==> src/design/mb32_pkg.sv <==
`timescale 1ns / 1ps
`default_nettype none
// ----------------------------------------------------------------------------
// mb32_pkg
// Shared types and constants for the Mulberry32 draw pipeline.
// ----------------------------------------------------------------------------
package mb32_pkg;

  localparam int unsigned WORD_W = 32;
  localparam int unsigned PROB_W = 33;

  localparam logic [WORD_W-1:0] MB32_INCREMENT = 32'h6d2b79f5;
  localparam logic [WORD_W-1:0] MB32_OR_A      = 32'd1;
  localparam logic [WORD_W-1:0] MB32_OR_B      = 32'd61;
  localparam int unsigned       MB32_SHIFT_A   = 15;
  localparam int unsigned       MB32_SHIFT_B   = 7;
  localparam int unsigned       MB32_SHIFT_C   = 14;

  // Operation codes; the spare code behaves as a plain fraction draw.
  typedef enum logic [1:0] {
    OP_FRACTION = 2'd0,
    OP_RANGE    = 2'd1,
    OP_CHANCE   = 2'd2
  } op_t;

  // Side-band data that rides along the mixer stages.
  typedef struct packed {
    op_t                op;
    logic [WORD_W-1:0]  low;
    logic [WORD_W-1:0]  span;
    logic [PROB_W-1:0]  prob;
  } draw_ctl_t;

  // What leaves the mixer.
  typedef struct packed {
    logic [WORD_W-1:0]  seed;
    logic [WORD_W-1:0]  word;
    draw_ctl_t          ctl;
  } mix_out_t;

endpackage
`default_nettype wire

==> src/design/mb32_mix.sv <==
`timescale 1ns / 1ps
`default_nettype none
// ----------------------------------------------------------------------------
// mb32_mix
// Four-stage Mulberry32 mixer: add, multiply, multiply, fold.
// ----------------------------------------------------------------------------
module mb32_mix
  import mb32_pkg::*;
(
  input  wire logic              clk,
  input  wire logic              rst_n,
  input  wire logic              in_valid,
  output logic                   in_ready,
  input  wire logic [WORD_W-1:0] in_seed,
  input  wire draw_ctl_t         in_ctl,
  output logic                   out_valid,
  input  wire logic              out_ready,
  output mix_out_t               out_data
);

  logic v1_r, v2_r, v3_r, v4_r;
  logic adv1, adv2, adv3, adv4;

  logic [WORD_W-1:0] t0_r, t1_r, t1b_r, u_r, t2_r, word_r;
  draw_ctl_t         ctl1_r, ctl2_r, ctl3_r, ctl4_r;

  logic [WORD_W-1:0] t1_nxt, u_nxt, t2_nxt, word_nxt;

  // A stage takes new data when it is empty or its successor moves.
  assign adv4     = !v4_r || out_ready;
  assign adv3     = !v3_r || adv4;
  assign adv2     = !v2_r || adv3;
  assign adv1     = !v1_r || adv2;
  assign in_ready = adv1;

  assign t1_nxt   = (t0_r ^ (t0_r >> MB32_SHIFT_A)) * (t0_r | MB32_OR_A);
  assign u_nxt    = (t1_r ^ (t1_r >> MB32_SHIFT_B)) * (t1_r | MB32_OR_B);
  assign t2_nxt   = t1b_r ^ (t1b_r + u_r);
  assign word_nxt = t2_nxt ^ (t2_nxt >> MB32_SHIFT_C);

  always_ff @(posedge clk) begin
    if (!rst_n) begin
      v1_r <= 1'b0;
      v2_r <= 1'b0;
      v3_r <= 1'b0;
      v4_r <= 1'b0;
    end else begin
      if (adv1) v1_r <= in_valid;
      if (adv2) v2_r <= v1_r;
      if (adv3) v3_r <= v2_r;
      if (adv4) v4_r <= v3_r;
    end
  end

  always_ff @(posedge clk) begin
    if (adv1) begin
      t0_r   <= in_seed + MB32_INCREMENT;
      ctl1_r <= in_ctl;
    end
    if (adv2) begin
      t1_r   <= t1_nxt;
      ctl2_r <= ctl1_r;
    end
    if (adv3) begin
      t1b_r  <= t1_r;
      u_r    <= u_nxt;
      ctl3_r <= ctl2_r;
    end
    if (adv4) begin
      t2_r   <= t2_nxt;
      word_r <= word_nxt;
      ctl4_r <= ctl3_r;
    end
  end

  assign out_valid     = v4_r;
  assign out_data.seed = t2_r;
  assign out_data.word = word_r;
  assign out_data.ctl  = ctl4_r;

  // A stage only fills from the one before it.
  a_v2_source: assert property (@(posedge clk) disable iff (!rst_n)
    $rose(v2_r) |-> $past(v1_r))
    else $error("mix stage 2 filled from an empty stage 1");

  a_v4_source: assert property (@(posedge clk) disable iff (!rst_n)
    $rose(v4_r) |-> $past(v3_r))
    else $error("mix stage 4 filled from an empty stage 3");

  // A full last stage held back by the sink must keep its word.
  a_v4_hold: assert property (@(posedge clk) disable iff (!rst_n)
    (v4_r && !out_ready) |=> (v4_r && $stable(word_r) && $stable(t2_r)))
    else $error("mix output changed while stalled");

endmodule
`default_nettype wire

==> config.mk <==
export PLATFORM = sky130hd
export DESIGN_NAME = mb32_mix
export DESIGN_NICKNAME = d
export VERILOG_FILES = /design/src/design/mb32_pkg.sv /design/src/design/mb32_mix.sv
export SDC_FILE = /design/constraint.sdc
export NUM_CORES = 2
export LEC_CHECK = 0
export BUFFER_PORTS_ARGS = -buffer_cell sky130_fd_sc_hd__buf_4
export CAP_MARGIN = 20
export CORE_MARGIN = 2
export CORE_UTILIZATION = 40
export CTS_BUF_LIST = sky130_fd_sc_hd__clkbuf_8
export CTS_CLUSTER_SIZE = 14
export DETAILED_ROUTE_END_ITERATION = 16
export PLACE_DENSITY = 0.6
export SYNTH_ARGS = -nofsm -noshare
export SYNTH_HDL_FRONTEND = slang
export SYNTH_SLANG_ARGS = --single-unit
==> constraint.sdc <==
create_clock -name clk -period 9.9 [get_ports clk]
set_clock_uncertainty 0.15 [all_clocks]
set_input_delay 0 -clock clk [delete_from_list [all_inputs] [get_ports clk]]
set_output_delay 0 -clock clk [all_outputs]
set_load 0.01 [all_outputs]
-- Word-level counts from Yosys, hierarchy flattened
Index checks and enable logic that the tools add are counted.
- flip-flop bits (word level): 592
- bits of input ports: 135
- output and inout bits: 165
- word-level logic and storage cells: 42
- bitwise operators: 4
- reductions and logical operators: 8
- add/sub/neg operators: 2
- $mul: 2
- operators with widths (operator ; number):
    $mul A32 B32 Y32 ; 2
    $add A32 B31 Y32 const B ; 1
    $add A32 B32 Y32 ; 1
    $xor A32 B17 Y32 ; 1
    $xor A32 B18 Y32 ; 1
    $xor A32 B25 Y32 ; 1
    $xor A32 B32 Y32 ; 1
    $logic_not A1 Y1 ; 4
    $logic_or A1 B1 Y1 ; 4

-- Depth between registers and ports, before layout
- depth in word-level cells: 5
- mapped depth: 32
- depth with buffers taken out: 28

-- Worst setup path after synthesis
OpenSTA, ideal clock, no wires.
- path type: register to register
- start point: reg t1_r[12]
- end point: reg u_r[31], data pin
- data required time: 9486 ps
- period minus slack after synthesis: 7891 ps
- data arrival time: 7477 ps
- path buffers: 2
- setup time: 264 ps
- cell stages (with the launch flop): 27
- setup slack: 2009 ps
- cells stage by stage: edfxtp_1 > buf_1 > clkinv_1 > ha_1 > clkinv_1 > nand2_1 > fa_1 > inv_1 > fa_1 > fa_1 > inv_1 > fa_1 > inv_1 > fa_1 > inv_1 > fa_1 > inv_1 > fa_1 > fa_1 > ha_1 > clkbuf_1 > a21oi_1 > or2_2 > nor4bb_1 > nor3_1 > a221oi_1 > xnor2_1
- cells in the longest elaborated chain, start to end: 2
- ends and longest elaborated chain (element ; line ; text):
    start: declaration ; mb32_mix.sv:24 ; logic [WORD_W-1:0] t0_r, t1_r, t1b_r, u_r, t2_r, word_r;
    start signal: assignment ; mb32_mix.sv:61 ; t1_r <= t1_nxt;
    $xor A32 B25 Y32 ; mb32_mix.sv:37 ; assign u_nxt = (t1_r ^ (t1_r >> MB32_SHIFT_B)) * (t1_r | MB32_OR_B);
    $mul A32 B32 Y32 (*) ; mb32_mix.sv:37 ;
    named net u_nxt[31] ; mb32_mix.sv:27 ; logic [WORD_W-1:0] t1_nxt, u_nxt, t2_nxt, word_nxt;
    end signal: assignment ; mb32_mix.sv:66 ; u_r <= u_nxt;
    end: declaration ; mb32_mix.sv:24 ;
Mark *: on every way through the listed nets, which the timed path passes. The rest lies on a longest branch.
A chain may end at the register's enable or synchronous reset.

-- Worst setup path after layout
Same ends and word-level chain as after synthesis.

==> results.json <==
{
  "outcome": "finished, final reports clean",
  "tightest_slew_ps": 1100,
  "dp.cells": 6271,
  "firstDrtPassIters": 5,
  "initial_core_util": 0.403,
  "yosysWarnings": 0,
  "critPathRequiredTime_ps": 10240,
  "route.detailed.drc": 0,
  "yosysSeqAreaShare": 0.340,
  "grt_max_degree": 78,
  "max_slew_margin": 0.268,
  "max_freq_mhz": 110,
  "clk_latency_ps": 740,
  "final_cells": 6734,
  "num_rows": 130,
  "async_flop_share": 0,
  "post-route-period-util": 0.917,
  "tns_ps": 0,
  "fin_nets": 6297,
  "holdWs_ps": 127,
  "postSynthCellCount": 4363,
  "routabilityCongestion": 0.942,
  "grt_usage": 0.220,
  "rsz0062_at_grt": "no",
  "synth_edf_count": 573,
  "cts.sinks": 577,
  "setup_viol": 0,
  "layout_common_cells": "920 x inv_1, 817 x fa_1, 573 x edfxtp_1",
  "slew_violations": 0,
  "grt_pass1_vias": 36725,
  "io_buffers": 299,
  "wl_mm": 140,
  "cts_root_buf": "clkbuf_8",
  "drt-vias-per-instance": 4.95,
  "cts_made_buffers": 95,
  "path_clk_slew_ps": 60,
  "crit_path_end_kind": "flop",
  "path_max_fanout": 15,
  "vias": 33351,
  "ys.flop_type": "edfxtp_1",
  "worst_setup_path_start_kind": "flop",
  "cts_tree": "done",
  "core_region_area_mm2": 0.126,
  "layout-drive-gt1-share": 0.109,
  "gr-total-overflow": 0,
  "n_fill_cell": 11514,
  "cts_htree_levels": 3,
  "worstSetupPathType": "flop to flop",
  "multiInputGateArea_mm2": 0.0294,
  "dp.final_hpwl_mm": 106,
  "ff_latch_area_mm2": 0.0173,
  "hold_violations": 0,
  "syn2layout_area_growth_pct": 18.4,
  "hp-class": "input port to flop",
  "ys_seq_elements": 577,
  "synth.distinct_cells": 78,
  "layout_commonest_cell": "inv_1",
  "antenna_found_initial": 8,
  "clockBufferDepth": 3,
  "pin_count": 300,
  "crit_arrival_ps": 9420,
  "syn_nets": 5648,
  "grt_pass1_wl_mm": 217,
  "wl_per_cell_um": 20.7,
  "dieArea_mm2": 0.130,
  "syn_area_per_cell_um2": 11.6,
  "drt_iter0_markers": 2467,
  "ant_nets": 0,
  "netlist_area_mm2": 0.0508,
  "fin_crit_ps": 9080,
  "die_w_um": 360,
  "fp.dieH_um": 360,
  "drv.max_cap_violation_count": 0
}
[state kept, by name, summed over array words and instances, names as in the netlist]
| register | count |
|---|---|
| t2_r | 32 |
| out_valid | 1 |
| ctl3_r | 99 |
| ctl2_r | 99 |
| t1b_r | 31 |
| t0_r | 32 |
| word_r | 18 |
| ctl1_r | 99 |
| v3_r | 1 |
| t1_r | 32 |
| v1_r | 1 |
| u_r | 32 |
| v2_r | 1 |
| out_data | 99 |
[what timing repair did]
item,in CTS,in global routing
buffers inserted,0,0
resized for setup,0,0
hold buffers,294,0
hold endpoints to repair,135,0
endpoints found under the setup margin,0,0
[Yosys cell counts, types with 4 or more instances]
library cell | n | share of area
and2_1 | 16 | 0.0020
inv_1 | 903 | 0.067
and3_1 | 13 | 0.0016
inv_2 | 5 | 0.00037
mux2i_1 | 4 | 0.00079
nand3b_1 | 5 | 0.00074
nand2_1 | 305 | 0.023
fa_1 | 817 | 0.32
nor2_1 | 399 | 0.029
xnor2_1 | 196 | 0.034
o211ai_1 | 10 | 0.0015
clkinv_1 | 22 | 0.0016
nor3_1 | 25 | 0.0025
nand2b_1 | 100 | 0.012
o21a_1 | 16 | 0.0024
a221oi_1 | 5 | 0.00086
a21oi_1 | 81 | 0.0080
a31oi_1 | 11 | 0.0014
dfxtp_1 | 4 | 0.0016
o31ai_1 | 5 | 0.00074
xor2_1 | 84 | 0.014
o21ai_0 | 37 | 0.0036
or3_1 | 5 | 0.00062
nor4_1 | 4 | 0.00049
buf_1 | 8 | 0.00059
o21bai_1 | 15 | 0.0022
a211o_1 | 7 | 0.0012
o21ai_1 | 4 | 0.00039
nand3_1 | 19 | 0.0019
ha_1 | 333 | 0.082
edfxtp_1 | 573 | 0.34
clkbuf_1 | 120 | 0.0089
a211oi_1 | 4 | 0.00059
nand4_1 | 4 | 0.00049
a21o_1 | 42 | 0.0062
nor2b_1 | 90 | 0.011
buf_4 | 14 | 0.0021
or2_2 | 6 | 0.00074
[final cells by class]
type / instances / share of cell area
Multi-Input combinational cell: 2713 / 0.490
Sequential cell: 577 / 0.287
Timing Repair Buffer: 695 / 0.0990
Inverter: 930 / 0.0582
Tap cell: 1650 / 0.0343
Clock buffer: 97 / 0.0222
Clock inverter: 66 / 0.00889
Antenna cell: 6 / 0.000250
[per-layer routing]
metal  up-vias  GRT usage  routed length (µm)
li1      14818          -                   -
met5         -          0                   0
met2      1263      0.380               68700
met1     16928      0.273               54800
met3       342     0.0389                9700
met4         0     0.0916                6400
[critical path, cell delays in order, from the launching register on]
cell	delay, ps
edfxtp_1	830
clkinv_1	490
ha_1	700
clkinv_1	480
fa_1	630
inv_1	50
fa_1	470
inv_1	50
fa_1	490
inv_1	50
fa_1	520
inv_1	50
fa_1	450
ha_1	300
fa_1	500
fa_1	420
ha_1	370
a21o_1	200
a21o_1	180
a21oi_1	210
or2_2	170
nor4bb_1	420
nor3_1	180
a221oi_1	340
xnor2_1	100
[per-stage QoR]
step / instance area [µm²] / setup slack (ps) / util
global placement: 55300 / 1210 / 0.439
detailed placement: 55300 / 971 / 0.439
global route: 60100 / 543 / 0.478
CTS: 60100 / 980 / 0.478
finish: 60100 / 825 / 0.478
floorplan: 50800 / 2010 / -
[final timing paths]
| check | cells past startpoint | endpoint | start | slack (ps) |
|---|---|---|---|---|
| worst min register to register | 0 | out_data[23] | ctl3_r[23] | 220 |
| worst min-delay path | 4 | out_valid | out_ready | 130 |
| worst max register to register | 24 | u_r[31] | t1_r[12] | 820 |
| worst max-delay path | 24 | u_r[31] | t1_r[12] | 820 |
[cells by family after synthesis]
group	after synthesis	share of synthesized area
multiplexers	5	0.00101
XOR/XNOR	283	0.0496
flip-flops	577	0.340
adder cells (fa/ha/maj)	1150	0.404
buffers and inverters	1073	0.0804
AND/OR/NAND/NOR	1003	0.0886
AO/OA/AOI/OAI	272	0.0361
Power is left out: the tool's default activity adds up to more than one toggle a clock period on the data nets, which glitch-free logic cannot reach.
